$ cat src/psrl_ram.sv
// ----------------------------------------------------------------------------
// psrl_ram
// Generic single-clock RAM, one write port and one read port, registered read.
// ----------------------------------------------------------------------------
`default_nettype none

module psrl_ram #(
  parameter int WIDTH = 32,
  parameter int DEPTH = 64,
  parameter int AW    = (DEPTH > 1) ? $clog2(DEPTH) : 1
) (
  input  wire logic             clk_i,
  input  wire logic             we_i,
  input  wire logic [AW-1:0]    waddr_i,
  input  wire logic [WIDTH-1:0] wdata_i,
  input  wire logic             re_i,
  input  wire logic [AW-1:0]    raddr_i,
  output logic      [WIDTH-1:0] rdata_o
);

  logic [WIDTH-1:0] mem_q [DEPTH];

  always_ff @(posedge clk_i) begin
    if (we_i) begin
      mem_q[waddr_i] <= wdata_i;
    end
    if (re_i) begin
      rdata_o <= mem_q[raddr_i];
    end
  end

endmodule

`default_nettype wire

$ cat config.mk
export PLATFORM = sky130hd
export DESIGN_NAME = psrl_ram
export DESIGN_NICKNAME = d
export VERILOG_FILES = /design/src/psrl_ram.sv
export SDC_FILE = /design/constraint.sdc
export NUM_CORES = 2
export LEC_CHECK = 0
export ABC_CLOCK_PERIOD_IN_PS = 9710
export BUFFER_PORTS_ARGS = -buffer_cell sky130_fd_sc_hd__buf_2
export CAP_MARGIN = 20
export CORE_AREA = 2 2 366 368
export CTS_BUF_LIST = sky130_fd_sc_hd__clkbuf_4 sky130_fd_sc_hd__clkbuf_8
export CTS_CLUSTER_DIAMETER = 150
export CTS_CLUSTER_SIZE = 24
export DETAILED_ROUTE_END_ITERATION = 6
export DIE_AREA = 0 0 368 370
export PLACE_DENSITY = 0.78
export SLEW_MARGIN = 20
export SYNTH_ARGS = -nofsm -noshare
export SYNTH_HDL_FRONTEND = slang
export SYNTH_SLANG_ARGS = --single-unit
export TNS_END_PERCENT = 5
$ cat constraint.sdc
create_clock -name clk_i -period 9.71 [get_ports clk_i]
set_input_delay 1.4565 -clock clk_i [delete_from_list [all_inputs] [get_ports clk_i]]
set_output_delay 1.4565 -clock clk_i [all_outputs]
set_load 0.005 [all_outputs]
==> impl_metrics.yaml <==
run_status:
  status: "finished, final reports clean"
power_and_ir_drop:
  power_density_nw_per_um2: 169.9
  ir_worst_vdd_mv: 0.1089
  total_power_mw: 14.17
  p_leak_nw: 25.00
sta:
  fmax_mhz: 211.7
  tightestPinTransition_ns: 1.243
  finalHoldViolCount: 0
  setup_viol: 0
  fin_hold_ws_ns: 0.8492
  rsz0062_at_grt: "false"
  finClkSkew_ns: 0.05827
  period_share: 0.4864
  relSlewSlack: 0.1713
  layout_min_cycle_time_ns: 4.723
  tns_ns: 0
  slew_viol_final: 0
detailed_routing:
  routed_wl_um: 190000
  post_drt_wl_per_cell_um: 36.51
  drtIter0Drc: 5962
  firstDrtPassIters: 5
  viasPerCell: 7.110
  vias: 36990
  drc: 0
  ant_nets: 0
place:
  portBuffers: 78
  dp_cells: 5084
  gp_congestion: 0.8138
  hpwlAfterDp_um: 103700
global_route:
  grt_max_degree: 114
  antenna_found_initial: 15
  grt_pass1_wl_um: 268200
  grt-ovfl-total: 0
  grt_pass1_vias: 36550
  grt_usage: 0.2812
cts:
  cts_buffer_depth: 3
  cts_max_level: 3
  numCtsBuffers: 96
  cts_tree: "built"
  cts_root_buffer: "clkbuf_8"
  clkTransAtPathRegs_ns: 0.13
  hold_buffers: 0
  clk_latency_ns: 0.87
  post-cts-setup-buffer-count: 0
  cts_resized: 0
  cts.sink_count: 2080
synth:
  synth-seq-area-share: 0.7923
  synthCells: 3324
  avgSynthCellArea_sq_um: 23.72
  ys_seq_elements: 2080
  synth_area_sq_um: 78840
  synth_nets: 3371
  ys_types: 33
  synth_warnings: 0
layout:
  fill_cells: 8415
  fin_util: 0.6296
  fin_nets: 3463
  area.growth.synth_to_final_pct: 5.772
  drive_above_1_share: 0.2613
  final_cells: 5203
worst_setup_path:
  worst_ep_required_time_ns: 10.26
  startpoint_type: "input pin"
  path_max_fanout: 106
  cp_data_arrival_time_ns: 5.28
  end_kind: "flip-flop"
  crit_type: "in2reg"
  reg2reg_depth: 4
job:
  maxCapViolations: 0
floorplan:
  io-pin-count: 79
  die_h_um: 370
  dieArea_sq_um: 136200
  initial_utilization: 0.5952
  die_w_um: 368
  rows: 134
  fp.coreArea_sq_um: 132500
worst_hold_path:
  whs_path_depth: 4
  hp-class: "reg2reg"
cell usage after synthesis, drive strengths merged:
cell	n	area [sq um]
nor2	137	514.2
or3b	5	43.80
a311oi	8	70.07
nand3b	5	37.54
a31oi	1	6.260
nand4	2	12.51
mux2i	93	930.9
o22ai	84	525.5
buf	108	608.1
nand2	26	97.59
nand4b	1	8.760
nand3	5	25.02
or2	3	18.78
o221ai	27	236.5
a21oi	62	310.3
nand2b	8	50.05
o32ai	4	35.03
mux4	544	12250
nor2b	15	93.84
and2	2	12.51
or3	3	18.77
a22oi	12	90.09
edfxtp	2080	62460
and3	4	25.02
a41o	4	40.04
nor3	7	35.03
clkbuf	74	277.8
cells in the final DEF, fill, tap and decap left out, drive strengths merged, types with 7 or more instances in the layout:
cell type and instances:
a21oi 62, a22oi 12, a311oi 8, buf 176
clkbuf 96, diode 13, edfxtp 2080, mux2i 93
mux4 544, nand2 26, nand2b 8, nor2 137
nor2b 15, nor3 7, o221ai 27, o22ai 84
cell families after synthesis:
group                  after synthesis  synth area share
AOI/OAI and AO/OA                  202           0.01666
buffers and inverters              182           0.01124
DFF                               2080            0.7923
muxes                              637            0.1672
and+or+nand+nor                    223           0.01260
critical path, cell delays in order:
cell,delay (ns)
buf_8,0.31
buf_12,0.53
buf_4,0.82
mux4_2,0.43
mux4_2,0.51
o22ai_1,0.87
nor2_1,0.11
sequential cells by signal, summed over array words and instances, names as in the netlist:
signal,count
mem_q,2048
rdata_o,32
per-layer routing:
| layer | track usage | vias up | part of all wire | routed length [um] |
|---|---|---|---|---|
| met5 | 0 | - | 0.000068 | 13 |
| met4 | 0.08116 | 2 | 0.032 | 6048 |
| met3 | 0.05286 | 338 | 0.13 | 25160 |
| met2 | 0.4461 | 2826 | 0.48 | 91370 |
| met1 | 0.4086 | 19570 | 0.35 | 67380 |
| li1 | - | 14260 | - | - |
metrics by stage:
stage          area, sq um  setup WS, ns
2_1_floorplan        78840         5.094
3_3_place_gp         81860         4.238
3_5_place_dp         81860         4.231
4_1_cts              83250         5.145
5_1_grt              83360         5.025
6_report             83390         4.987
cell type report:
type                            count  area (sq um)  area share
Sequential cell                  2080         62460      0.7490
Multi-Input combinational cell   1062         15970      0.1915
Antenna cell                       13         32.53   0.0003901
Clock inverter                      8         66.31   0.0007953
Clock buffer                       96          1321     0.01585
Timing Repair Buffer              176          1326     0.01591
Tap cell                         1768          2212     0.02653
worst paths after layout:
path / from / endpoint / slack [ns]
max: raddr_i[1] / rdata_o[21] / 4.99
min: mem_q[28][4] / rdata_o[4] / 0.85
max reg2reg: mem_q[7][27] / rdata_o[27] / 6.92
min reg2reg: mem_q[28][4] / rdata_o[4] / 0.85
power breakdown:
| group | switching [mW] | total [mW] | internal, mW |
|---|---|---|---|
| clock | 2.42 | 3.33 | 0.911 |
| combinational | 0.537 | 0.856 | 0.318 |
| sequential | 0.0307 | 9.98 | 9.95 |
| total | 2.99 | 14.2 | 11.2 |
(Power assumes the default switching activity.)
